$ cat config.mk
export PLATFORM = sky130hd
export DESIGN_NAME = adb_keyboard_to_hid_report_top
export DESIGN_NICKNAME = d
export VERILOG_FILES = /design/src/hdl/adbkh_pkg.sv /design/src/hdl/adbkh_ram.sv /design/src/hdl/adbkh_map.sv /design/src/hdl/adbkh_slots.sv /design/src/hdl/adb_keyboard_to_hid_report_top.sv
export SDC_FILE = /design/constraint.sdc
export NUM_CORES = 2
export LEC_CHECK = 0
export ABC_CLOCK_PERIOD_IN_PS = 15100
export BUFFER_PORTS_ARGS = -buffer_cell sky130_fd_sc_hd__buf_2
export CAP_MARGIN = 15
export CELL_PAD_IN_SITES_DETAIL_PLACEMENT = 0
export CELL_PAD_IN_SITES_GLOBAL_PLACEMENT = 1
export CORE_MARGIN = 2
export CORE_UTILIZATION = 50
export CTS_BUF_LIST = sky130_fd_sc_hd__clkbuf_4 sky130_fd_sc_hd__clkbuf_8
export CTS_CLUSTER_DIAMETER = 200
export CTS_CLUSTER_SIZE = 16
export DETAILED_ROUTE_END_ITERATION = 10
export HOLD_SLACK_MARGIN = 0.06
export PLACE_DENSITY = 0.79
export SLEW_MARGIN = 20
export SYNTH_ARGS = -nofsm -noshare
export SYNTH_HDL_FRONTEND = slang
export SYNTH_HIERARCHICAL = 1
export SYNTH_SLANG_ARGS = --single-unit
$ cat constraint.sdc
create_clock -name clk -period 15.1 [get_ports clk]
set_clock_uncertainty 0.2 [all_clocks]
set_input_delay 1.51 -clock clk [delete_from_list [all_inputs] [get_ports clk]]
set_output_delay 1.51 -clock clk [all_outputs]
set_load 0.01 [all_outputs]
$ cat src/hdl/adbkh_pkg.sv
`timescale 1ns / 1ps
// Shared types, constants and code decoding for the ADB keyboard to HID report block.
package adbkh_pkg;

	localparam int CODE_W       = 7;
	localparam int USAGE_W      = 8;
	localparam int WORD_W       = 16;
	localparam int MAP_DEPTH    = 128;
	localparam int MAP_AW       = $clog2(MAP_DEPTH);
	localparam int KEY_SLOTS    = 6;
	localparam int REPORT_SLOTS = 6;

	localparam logic OP_KEYS      = 1'b0;
	localparam logic OP_MAP_WRITE = 1'b1;

	localparam logic [CODE_W-1:0] CODE_NONE   = 7'h7F;
	localparam logic [CODE_W-1:0] CODE_CAPS   = 7'h39;
	localparam logic [CODE_W-1:0] CODE_LCTRL  = 7'h36;
	localparam logic [CODE_W-1:0] CODE_LGUI   = 7'h37;
	localparam logic [CODE_W-1:0] CODE_LSHIFT = 7'h38;
	localparam logic [CODE_W-1:0] CODE_LALT   = 7'h3A;
	localparam logic [CODE_W-1:0] CODE_RSHIFT = 7'h7B;
	localparam logic [CODE_W-1:0] CODE_RALT   = 7'h7C;
	localparam logic [CODE_W-1:0] CODE_RCTRL  = 7'h7D;

	localparam logic [7:0] MOD_NONE   = 8'h00;
	localparam logic [7:0] MOD_LCTRL  = 8'h01;
	localparam logic [7:0] MOD_LSHIFT = 8'h02;
	localparam logic [7:0] MOD_LALT   = 8'h04;
	localparam logic [7:0] MOD_LGUI   = 8'h08;
	localparam logic [7:0] MOD_RCTRL  = 8'h10;
	localparam logic [7:0] MOD_RSHIFT = 8'h20;
	localparam logic [7:0] MOD_RALT   = 8'h40;

	typedef struct packed {
		logic              clear;
		logic [CODE_W-1:0] code_a;
		logic              up_a;
		logic [CODE_W-1:0] code_b;
		logic              up_b;
	} evt_t;

	function automatic logic [7:0] modifier_for(input logic [CODE_W-1:0] code);
		logic [7:0] mbit;
		case (code)
			CODE_LCTRL:  mbit = MOD_LCTRL;
			CODE_LSHIFT: mbit = MOD_LSHIFT;
			CODE_LALT:   mbit = MOD_LALT;
			CODE_LGUI:   mbit = MOD_LGUI;
			CODE_RCTRL:  mbit = MOD_RCTRL;
			CODE_RSHIFT: mbit = MOD_RSHIFT;
			CODE_RALT:   mbit = MOD_RALT;
			default:     mbit = MOD_NONE;
		endcase
		return mbit;
	endfunction

endpackage

$ cat src/hdl/adbkh_ram.sv
`timescale 1ns / 1ps
// Generic single-write, single-read synchronous RAM with a registered read.
module adbkh_ram #(
	parameter int WIDTH = 8,
	parameter int DEPTH = 128
) (
	input  logic                     clk,
	input  logic                     wr_en,
	input  logic [$clog2(DEPTH)-1:0] wr_addr,
	input  logic [WIDTH-1:0]         wr_data,
	input  logic                     rd_en,
	input  logic [$clog2(DEPTH)-1:0] rd_addr,
	output logic [WIDTH-1:0]         rd_data
);

	logic [WIDTH-1:0] mem_q [DEPTH];

	always_ff @(posedge clk) begin
		if (wr_en) begin
			mem_q[wr_addr] <= wr_data;
		end
		if (rd_en) begin
			rd_data <= mem_q[rd_addr];
		end
	end

endmodule

$ cat src/hdl/adbkh_map.sv
`timescale 1ns / 1ps
// ADB-to-HID usage map: two RAM copies for two lookups a cycle, with per-entry valid bits.
module adbkh_map (
	input  logic                                clk,
	input  logic                                arst_n,
	input  logic                                wr_en,
	input  logic [adbkh_pkg::MAP_AW-1:0]        wr_addr,
	input  logic [adbkh_pkg::USAGE_W-1:0]       wr_data,
	input  logic                                rd_en,
	input  logic [adbkh_pkg::MAP_AW-1:0]        addr_a,
	input  logic [adbkh_pkg::MAP_AW-1:0]        addr_b,
	output logic [adbkh_pkg::USAGE_W-1:0]       usage_a,
	output logic [adbkh_pkg::USAGE_W-1:0]       usage_b
);

	logic [adbkh_pkg::MAP_DEPTH-1:0] vld_q;
	logic                            vld_a_q;
	logic                            vld_b_q;
	logic [adbkh_pkg::USAGE_W-1:0]   data_a;
	logic [adbkh_pkg::USAGE_W-1:0]   data_b;

	adbkh_ram #(
		.WIDTH(adbkh_pkg::USAGE_W),
		.DEPTH(adbkh_pkg::MAP_DEPTH)
	) u_ram_a (
		.clk     (clk),
		.wr_en   (wr_en),
		.wr_addr (wr_addr),
		.wr_data (wr_data),
		.rd_en   (rd_en),
		.rd_addr (addr_a),
		.rd_data (data_a)
	);

	adbkh_ram #(
		.WIDTH(adbkh_pkg::USAGE_W),
		.DEPTH(adbkh_pkg::MAP_DEPTH)
	) u_ram_b (
		.clk     (clk),
		.wr_en   (wr_en),
		.wr_addr (wr_addr),
		.wr_data (wr_data),
		.rd_en   (rd_en),
		.rd_addr (addr_b),
		.rd_data (data_b)
	);

	always_ff @(posedge clk or negedge arst_n) begin
		if (!arst_n) begin
			vld_q   <= '0;
			vld_a_q <= 1'b0;
			vld_b_q <= 1'b0;
		end else begin
			if (wr_en) begin
				vld_q[wr_addr] <= 1'b1;
			end
			if (rd_en) begin
				vld_a_q <= vld_q[addr_a];
				vld_b_q <= vld_q[addr_b];
			end
		end
	end

	// An entry never written reads as unmapped.
	assign usage_a = vld_a_q ? data_a : '0;
	assign usage_b = vld_b_q ? data_b : '0;

endmodule

$ cat src/hdl/adbkh_slots.sv
`timescale 1ns / 1ps
// Key slot and modifier state with the two-event update applied per keyboard word.
module adbkh_slots #(
	parameter int KEY_SLOTS = adbkh_pkg::KEY_SLOTS
) (
	input  logic                          clk,
	input  logic                          arst_n,
	input  logic                          commit,
	input  adbkh_pkg::evt_t               evt,
	input  logic [adbkh_pkg::USAGE_W-1:0] usage_a,
	input  logic [adbkh_pkg::USAGE_W-1:0] usage_b,
	output logic [7:0]                    mods_n,
	output logic [adbkh_pkg::USAGE_W-1:0] slots_n [KEY_SLOTS]
);

	logic [7:0]                    mods_q;
	logic [adbkh_pkg::USAGE_W-1:0] slots_q [KEY_SLOTS];

	always_comb begin
		logic [adbkh_pkg::CODE_W-1:0]  code;
		logic                          up;
		logic [adbkh_pkg::USAGE_W-1:0] usage;
		logic [7:0]                    mbit;
		logic                          hit;
		logic                          placed;
		mods_n  = mods_q;
		slots_n = slots_q;
		code    = '0;
		up      = 1'b0;
		usage   = '0;
		mbit    = '0;
		hit     = 1'b0;
		placed  = 1'b0;
		if (evt.clear) begin
			mods_n = '0;
			for (int i = 0; i < KEY_SLOTS; i++) begin
				slots_n[i] = '0;
			end
		end else begin
			for (int e = 0; e < 2; e++) begin
				code   = (e == 0) ? evt.code_a : evt.code_b;
				up     = (e == 0) ? evt.up_a : evt.up_b;
				usage  = (e == 0) ? usage_a : usage_b;
				mbit   = adbkh_pkg::modifier_for(code);
				hit    = 1'b0;
				placed = 1'b0;
				if (code != adbkh_pkg::CODE_NONE && code != adbkh_pkg::CODE_CAPS) begin
					if (mbit != adbkh_pkg::MOD_NONE) begin
						mods_n = up ? (mods_n & ~mbit) : (mods_n | mbit);
					end else if (usage != '0) begin
						if (up) begin
							for (int i = 0; i < KEY_SLOTS; i++) begin
								if (slots_n[i] == usage) begin
									slots_n[i] = '0;
								end
							end
						end else begin
							for (int i = 0; i < KEY_SLOTS; i++) begin
								hit = hit | (slots_n[i] == usage);
							end
							if (!hit) begin
								for (int i = 0; i < KEY_SLOTS; i++) begin
									if (!placed && slots_n[i] == '0) begin
										slots_n[i] = usage;
										placed     = 1'b1;
									end
								end
							end
						end
					end
				end
			end
		end
	end

	always_ff @(posedge clk or negedge arst_n) begin
		if (!arst_n) begin
			mods_q <= '0;
			for (int i = 0; i < KEY_SLOTS; i++) begin
				slots_q[i] <= '0;
			end
		end else if (commit) begin
			mods_q  <= mods_n;
			slots_q <= slots_n;
		end
	end

endmodule

$ cat src/hdl/adb_keyboard_to_hid_report_top.sv
`timescale 1ns / 1ps
// Top level of the ADB keyboard register 0 to HID boot keyboard report converter.
// Each transaction either writes one entry of the ADB-to-HID usage map (operation 1,
// no report) or applies the two key events of an ADB register 0 word and returns one
// report (operation 0). The block takes one transaction per clock cycle while its
// output is not stalled: the map is read and the word's events are registered at the
// edge that accepts a word, and the slot and modifier update is computed from those
// registers and lands in the output register when it commits, which a stalled output
// holds back. The key slot update depends on the previous word's result. The map is
// held in two RAM copies so that both codes of a word are looked up at once; it reads
// as all unmapped after reset, with no clearing pass.
module adb_keyboard_to_hid_report_top #(
	parameter int KEY_SLOTS = adbkh_pkg::KEY_SLOTS
) (
	input  logic                                clk,
	input  logic                                arst_n,
	input  logic                                in_valid,
	output logic                                in_stall,
	input  logic                                operation,
	input  logic [adbkh_pkg::WORD_W-1:0]        register_word,
	input  logic [adbkh_pkg::CODE_W-1:0]        map_index,
	input  logic [adbkh_pkg::USAGE_W-1:0]       map_value,
	output logic                                out_valid,
	input  logic                                out_stall,
	output logic [7:0]                          modifier_bits,
	output logic [adbkh_pkg::USAGE_W-1:0]       slot_zero,
	output logic [adbkh_pkg::USAGE_W-1:0]       slot_one,
	output logic [adbkh_pkg::USAGE_W-1:0]       slot_two,
	output logic [adbkh_pkg::USAGE_W-1:0]       slot_three,
	output logic [adbkh_pkg::USAGE_W-1:0]       slot_four,
	output logic [adbkh_pkg::USAGE_W-1:0]       slot_five
);

	logic                          accept;
	logic                          acc_keys;
	logic                          acc_map;
	logic                          advance;
	logic                          commit;
	logic                          s1_valid_q;
	adbkh_pkg::evt_t               evt_s1;
	adbkh_pkg::evt_t               evt_in;
	logic [adbkh_pkg::USAGE_W-1:0] usage_a;
	logic [adbkh_pkg::USAGE_W-1:0] usage_b;
	logic [7:0]                    mods_n;
	logic [adbkh_pkg::USAGE_W-1:0] slots_n [KEY_SLOTS];
	logic [adbkh_pkg::USAGE_W-1:0] rpt_n [adbkh_pkg::REPORT_SLOTS];
	logic                          out_valid_q;
	logic [7:0]                    mods_out_q;
	logic [adbkh_pkg::USAGE_W-1:0] rpt_q [adbkh_pkg::REPORT_SLOTS];

	assign advance  = !out_valid_q || !out_stall;
	assign commit   = s1_valid_q && advance;
	assign in_stall = s1_valid_q && !advance;
	assign accept   = in_valid && !in_stall;
	assign acc_keys = accept && operation == adbkh_pkg::OP_KEYS;
	assign acc_map  = accept && operation == adbkh_pkg::OP_MAP_WRITE;

	assign evt_in.code_a = register_word[14:8];
	assign evt_in.up_a   = register_word[15];
	assign evt_in.code_b = register_word[6:0];
	assign evt_in.up_b   = register_word[7];
	assign evt_in.clear  = (register_word == '0)
		|| (register_word[14:8] == adbkh_pkg::CODE_NONE
		&& register_word[6:0] == adbkh_pkg::CODE_NONE);

	adbkh_map u_map (
		.clk     (clk),
		.arst_n  (arst_n),
		.wr_en   (acc_map),
		.wr_addr (map_index),
		.wr_data (map_value),
		.rd_en   (acc_keys),
		.addr_a  (register_word[14:8]),
		.addr_b  (register_word[6:0]),
		.usage_a (usage_a),
		.usage_b (usage_b)
	);

	adbkh_slots #(
		.KEY_SLOTS(KEY_SLOTS)
	) u_slots (
		.clk     (clk),
		.arst_n  (arst_n),
		.commit  (commit),
		.evt     (evt_s1),
		.usage_a (usage_a),
		.usage_b (usage_b),
		.mods_n  (mods_n),
		.slots_n (slots_n)
	);

	for (genvar j = 0; j < adbkh_pkg::REPORT_SLOTS; j++) begin : g_rpt
		if (j < KEY_SLOTS) begin : g_used
			assign rpt_n[j] = slots_n[j];
		end else begin : g_empty
			assign rpt_n[j] = '0;
		end
	end

	always_ff @(posedge clk or negedge arst_n) begin
		if (!arst_n) begin
			s1_valid_q  <= 1'b0;
			out_valid_q <= 1'b0;
		end else begin
			if (acc_keys) begin
				s1_valid_q <= 1'b1;
			end else if (commit) begin
				s1_valid_q <= 1'b0;
			end
			if (commit) begin
				out_valid_q <= 1'b1;
			end else if (!out_stall) begin
				out_valid_q <= 1'b0;
			end
		end
	end

	always_ff @(posedge clk) begin
		if (acc_keys) begin
			evt_s1 <= evt_in;
		end
		if (commit) begin
			mods_out_q <= mods_n;
			rpt_q      <= rpt_n;
		end
	end

	assign out_valid     = out_valid_q;
	assign modifier_bits = mods_out_q;
	assign slot_zero     = rpt_q[0];
	assign slot_one      = rpt_q[1];
	assign slot_two      = rpt_q[2];
	assign slot_three    = rpt_q[3];
	assign slot_four     = rpt_q[4];
	assign slot_five     = rpt_q[5];

endmodule
# Word-level counts from Yosys, hierarchy flattened
# Memories as Yosys holds them, arrays and structs flattened. A register that Yosys moved wholly into a read port is not among the register bits.
# Index checks and enable logic that the tools add are counted.
dict set report classes {
  eq_ne 33
  n_bitwise 18
  n_mux 132
  n_reduce_logical 53
  magnitude_cmp 4
}
# op count
set op_table {}
lappend op_table {{48-bit 2-to-1 mux} 12}
lappend op_table {{8-bit 2-to-1 mux} 36}
lappend op_table {{128-bit OR} 1}
lappend op_table {{7-bit one-hot mux with 7 select lines} 2}
lappend op_table {{8-bit == test} 12}
lappend op_table {{8-bit logical NOT} 12}
lappend op_table {{1-bit 2-to-1 mux} 79}
lappend op_table {{7-bit by 6-bit == test with 1-bit output, second input constant} 8}
lappend op_table {{7-bit == test, second input constant} 8}
lappend op_table {{8-bit nonzero test} 4}
lappend op_table {{7-bit by 8-bit less-than comparator with 1-bit output, second input constant} 3}
lappend op_table {{1-bit logical AND} 19}
lappend op_table {{8-bit bitwise AND} 2}
lappend op_table {{16-bit logical NOT} 1}
lappend op_table {{8-bit inverter} 2}
lappend op_table {{8-bit OR} 2}
lappend op_table {{1-bit binary-select mux with 7-bit select} 2}
lappend op_table {{1-bit logical NOT} 14}
lappend op_table {{7-bit by 6-bit inequality test with 1-bit output, second input constant} 2}
lappend op_table {{7-bit inequality test, second input constant} 2}
lappend op_table {{1-bit OR} 10}
lappend op_table {{1-bit demux with 7-bit select} 1}
lappend op_table {{7-bit by 1-bit >= comparator with 1-bit output, second input constant} 1}
lappend op_table {{1-bit logical OR} 2}
lappend op_table {{other kinds (3)} 3}
dict set report word_totals {
  reg_bits 261
  word_cells 266
  mem_bits_rw 2048
  n_memories 2
}
# memory words word_bits read_ports rd_clocked_by_memory_dff write_ports line_no
set mem_list {}
lappend mem_list {u_map.u_ram_a.mem_q 128 8 1 1 1 adbkh_ram.sv:16} ;# logic [WIDTH-1:0] mem_q [DEPTH];
lappend mem_list {u_map.u_ram_b.mem_q 128 8 1 1 1 adbkh_ram.sv:16}

# Depth between registers and ports, before layout
dict set report depth {
  word_depth 115
  ltp_mapped 18
}

# By module
# Netlist, hierarchy kept.
# mod cells_per_inst seq_area_each_um2 instances area_each_um2
set modules_own_cells {}
lappend modules_own_cells {adbkh_ram 1635 30989.7 2 39745.6}
lappend modules_own_cells {adbkh_slots 1008 1401.3 1 7367.1}
lappend modules_own_cells {adbkh_map 509 3253.1 1 6865.3}
lappend modules_own_cells {adb_keyboard_to_hid_report_top 94 2242.2 1 2349.8}

# Worst setup path after synthesis
# OpenSTA, ideal clock, no wires.
dict set report synth_timing {
  kind {input to register}
  startpoint {input port out_stall}
  endpoint {register u_slots/slots_q[10] in the netlist's numbering}
  setup_time_ns 0.065
  path_stages 7
  arrival_ns 6.872
  t_required_ns 14.835
  setup_slack_ns 7.963
  path_cell_list {a21boi_0 > clkbuf_1 > clkinv_1 > nor2_1 > nand2_1 > o2bb2ai_1 > a31o_2}
}
dict set report synth_via {
  elab_chain_len 3
}
# item line_no
set synth_rtl {}
lappend synth_rtl {{start: declaration} adb_keyboard_to_hid_report_top.sv:24} ;# input logic out_stall,
lappend synth_rtl {{1-bit logical NOT} n/a}
lappend synth_rtl {{1-bit logical OR} adb_keyboard_to_hid_report_top.sv:51} ;# assign advance = !out_valid_q || !out_stall;
lappend synth_rtl {{1-bit logical AND} adb_keyboard_to_hid_report_top.sv:52} ;# assign commit = s1_valid_q && advance;
lappend synth_rtl {{end signal: assignment} adbkh_slots.sv:84} ;# slots_q <= slots_n;
lappend synth_rtl {{end: declaration} adbkh_slots.sv:17} ;# logic [adbkh_pkg::USAGE_W-1:0] slots_q [KEY_SLOTS];
# Every way passes these cells.
# A chain may end at the register's enable or synchronous reset.

==> impl_metrics.env <==
export IMPL_relSlewSlack_pct=15.92
export IMPL_synth_top_area_share_pct=66.79
export IMPL_wire_per_inst_um=31.49
export IMPL_syn_area_um2=96070
export IMPL_fillers=14500
export IMPL_cts_max_path_buffers=3
export IMPL_die_area_um2=195700
export IMPL_fmax_ghz=0.1658
export IMPL_cts_tree="done"
export IMPL_antenna_found_initial=14
export IMPL_dp_final_hpwl_mm=143.0
export IMPL_routed_wl_mm=237.8
export IMPL_synthToLayoutAreaGrowth_pct=6.599
export IMPL_synth_area_per_cell_um2=19.68
export IMPL_rows=160
export IMPL_grt_pass1_wl_mm=346.1
export IMPL_synth_top_area_cell="edfxtp_1"
export IMPL_post_cts_buffers=0
export IMPL_power_density_nw_per_um2=116.2
export IMPL_cts_clk_slew_worst_paths_ns=0.13
export IMPL_crit_chain="and2_1, buf_4, xor2_1, nor4_1, and2_4, or4_4, nor3_1, a22oi_1, o311a_1, and4_1, a211oi_2, and3_1, a32oi_1, nor2_1"
export IMPL_crit_buf_inv=1
export IMPL_crit_slowest_cell="nor3_1"
export IMPL_drive_above_1_share_pct=25.45
export IMPL_tns_ns=0
export IMPL_post_route_min_period_ns=6.032
export IMPL_initial_core_util_pct=50.41
export IMPL_drt_iter0_markers=6291
export IMPL_endpoint_kind="register"
export IMPL_io_pins=94
export IMPL_fin_ws_ns=9.068
export IMPL_reg2reg_from="u_map/vld_a_q"
export IMPL_cts_sinks=2325
export IMPL_leakage_nw=32.85
export IMPL_arrival_ns=6.60
export IMPL_critPathRequiredTime_ns=15.67
export IMPL_clock_root_buffer="clkbuf_8"
export IMPL_gr_usage_all_layers_pct=24.12
export IMPL_via_count=50230
export IMPL_finalSetupViolations=0
export IMPL_grt_max_degree=177
export IMPL_yosysMostFrequentCell="edfxtp_1"
export IMPL_maxCapViolations=0
export IMPL_dp_slack_ns=8.513
export IMPL_dr_pass1_iters=5
export IMPL_cpPeakStageDelay_ns=0.91
export IMPL_nets=4995
export IMPL_tightestPinTransition_ns=1.258
export IMPL_crit_path_start_kind="register"
export IMPL_synth_common_cells="2137 x edfxtp_1, 723 x mux4_2, 366 x nor2_1"
export IMPL_r2r_setup_slack_ns=9.07
export IMPL_synth_distinct_cells=100
export IMPL_post_cts_resized=0
export IMPL_viasPerCell=6.651
export IMPL_synth_nets=4917
export IMPL_yosys_warnings=6
export IMPL_die_x_um=442.3
export IMPL_irDropWorstVdd_uv=92.68
export IMPL_syn_inst=4881
export IMPL_synth_area_leaders="edfxtp_1 67%, mux4_2 17%, dfrtp_1 4.9%, nor2_1 1.4%, a21o_1 0.77%"
export IMPL_reg2reg_depth=14
export IMPL_htree_levels=4
export IMPL_dieHeight_um=442.3
export IMPL_ys_flop_type="edfxtp_1"
export IMPL_slew_viol_final=0
export IMPL_outcome="complete, no violations"
export IMPL_route_detailed_drc=0
export IMPL_grt_pass1_vias=49650
export IMPL_ctsHoldBuffers=0
export IMPL_rr_endpoint="slot_two[4]"
export IMPL_io_buffers=93
export IMPL_core_area_um2=190600
export IMPL_numCtsBuffers=163
export IMPL_ys_seq_elements=2325
export IMPL_min_path_type="primary input to async pin"
export IMPL_critPathMaxFanout=21
export IMPL_crit_type="register to register"
export IMPL_hold_viol_final=0
export IMPL_postLayoutCoreUtil_pct=53.74
export IMPL_cp_top_family="simple AND/OR/NAND/NOR gates"
export IMPL_path_depth=14
export IMPL_power_total_w=0.01190
export IMPL_synth_edf_count=2137
export IMPL_period_share_pct=39.95
export IMPL_synthArstFlopShare_pct=8.086
export IMPL_clk_latency_ns=0.98
export IMPL_ys_seq_area_share_pct=71.69
export IMPL_gp_congestion=0.9471
export IMPL_grt_overflow_total=0
export IMPL_detail_route_antenna_nets=0
export IMPL_rsz0062_at_grt="false"
==> how the worst max path moves through the flow <==
stage                           startpoint                  endpoint  slack (ns)
final                        u_map/vld_a_q               slot_two[4]        9.07
after global routing         u_map/vld_a_q             slot_three[5]        8.91
after global placement    register_word[0]  u_map/u_ram_b/rd_data[6]        8.54
after CTS                    u_map/vld_a_q             slot_three[5]        9.26
after detailed placement  register_word[0]  u_map/u_ram_b/rd_data[6]        8.51
after floorplan                  out_stall       u_slots/slots_q[10]        7.96
==> layout by cell type, fill, tap and decap left out, drive strengths merged, types with 30 or more instances in the layout <==
cell type  netlist  layout
o21bai          41      41
nor2b           34      34
mux2            31      31
a21oi           47      47
a21o            98      98
nor3            66      66
mux4           737     737
dfrtp          188     188
o21ai           32      32
nor4            39      39
nand2          147     147
clkbuf         161     235
nand4           33      33
mux2i           30      30
inv             35      44
nor2           367     367
nand3           76      76
edfxtp        2137    2137
buf            139     204
==> logic make-up (layout without fill, tap and decap cells) <==
kind of cell	after synthesis	in the layout	synth area share, %
other	0	7	0
xor gates and xnor gates	53	53	0.4832
AOI/OAI and AO/OA	480	480	3.746
and+or+nand+nor	884	884	4.418
muxes	798	798	18.01
buffers and inverters	341	494	1.655
DFF	2325	2325	71.69
==> registers in the layout, indices dropped and copies added, names as in the netlist, 17 cells and up <==
signal and flops:
u_map/vld_q 128, u_map/u_ram_a/mem_q 1024, u_map/u_ram_b/mem_q 1024, u_slots/slots_q 48, evt_s1 17
==> layer usage <==
| layer | vias to the layer above | global-route usage (%) | wire length [um] |
|---|---|---|---|
| li1 | 20280 | - | - |
| met1 | 26550 | 34.71 | 93960 |
| met2 | 2927 | 37.54 | 112600 |
| met3 | 464 | 4.970 | 24240 |
| met4 | 8 | 7.339 | 6990 |
| met5 | - | 0 | 44 |
==> power by group <==
part / switching [W] / internal, W / total, W
registers: 0.0000859 / 0.00711 / 0.00720
clock network: 0.00193 / 0.00117 / 0.00310
logic: 0.00103 / 0.000578 / 0.00160
total: 0.00304 / 0.00886 / 0.0119
==> through the flow <==
step / hold WS, ns / area (um2) / std cells
2_1_floorplan: 0.2358 / 96070 / 4881
3_3_place_gp: 0.2476 / 99380 / 7301
3_5_place_dp: 0.2597 / 99400 / 7302
4_1_cts: 0.2117 / 102300 / 7542
5_1_grt: 0.2460 / 102400 / 7549
6_report: 0.2662 / 102400 / 7552
==> cell type report <==
| class | instances | area [um2] | share of cell area, % |
|---|---|---|---|
| repair buffers | 213 | 1603 | 1.565 |
| multi-input cells | 2215 | 25740 | 25.14 |
| clock inverters | 14 | 147.6 | 0.1442 |
| well taps | 2511 | 3142 | 3.068 |
| inverters | 41 | 153.9 | 0.1503 |
| clock buffers | 226 | 2729 | 2.665 |
| diodes | 7 | 17.52 | 0.01710 |
| flip-flops and latches | 2325 | 68880 | 67.25 |
Power figures use the tool's default switching activity.
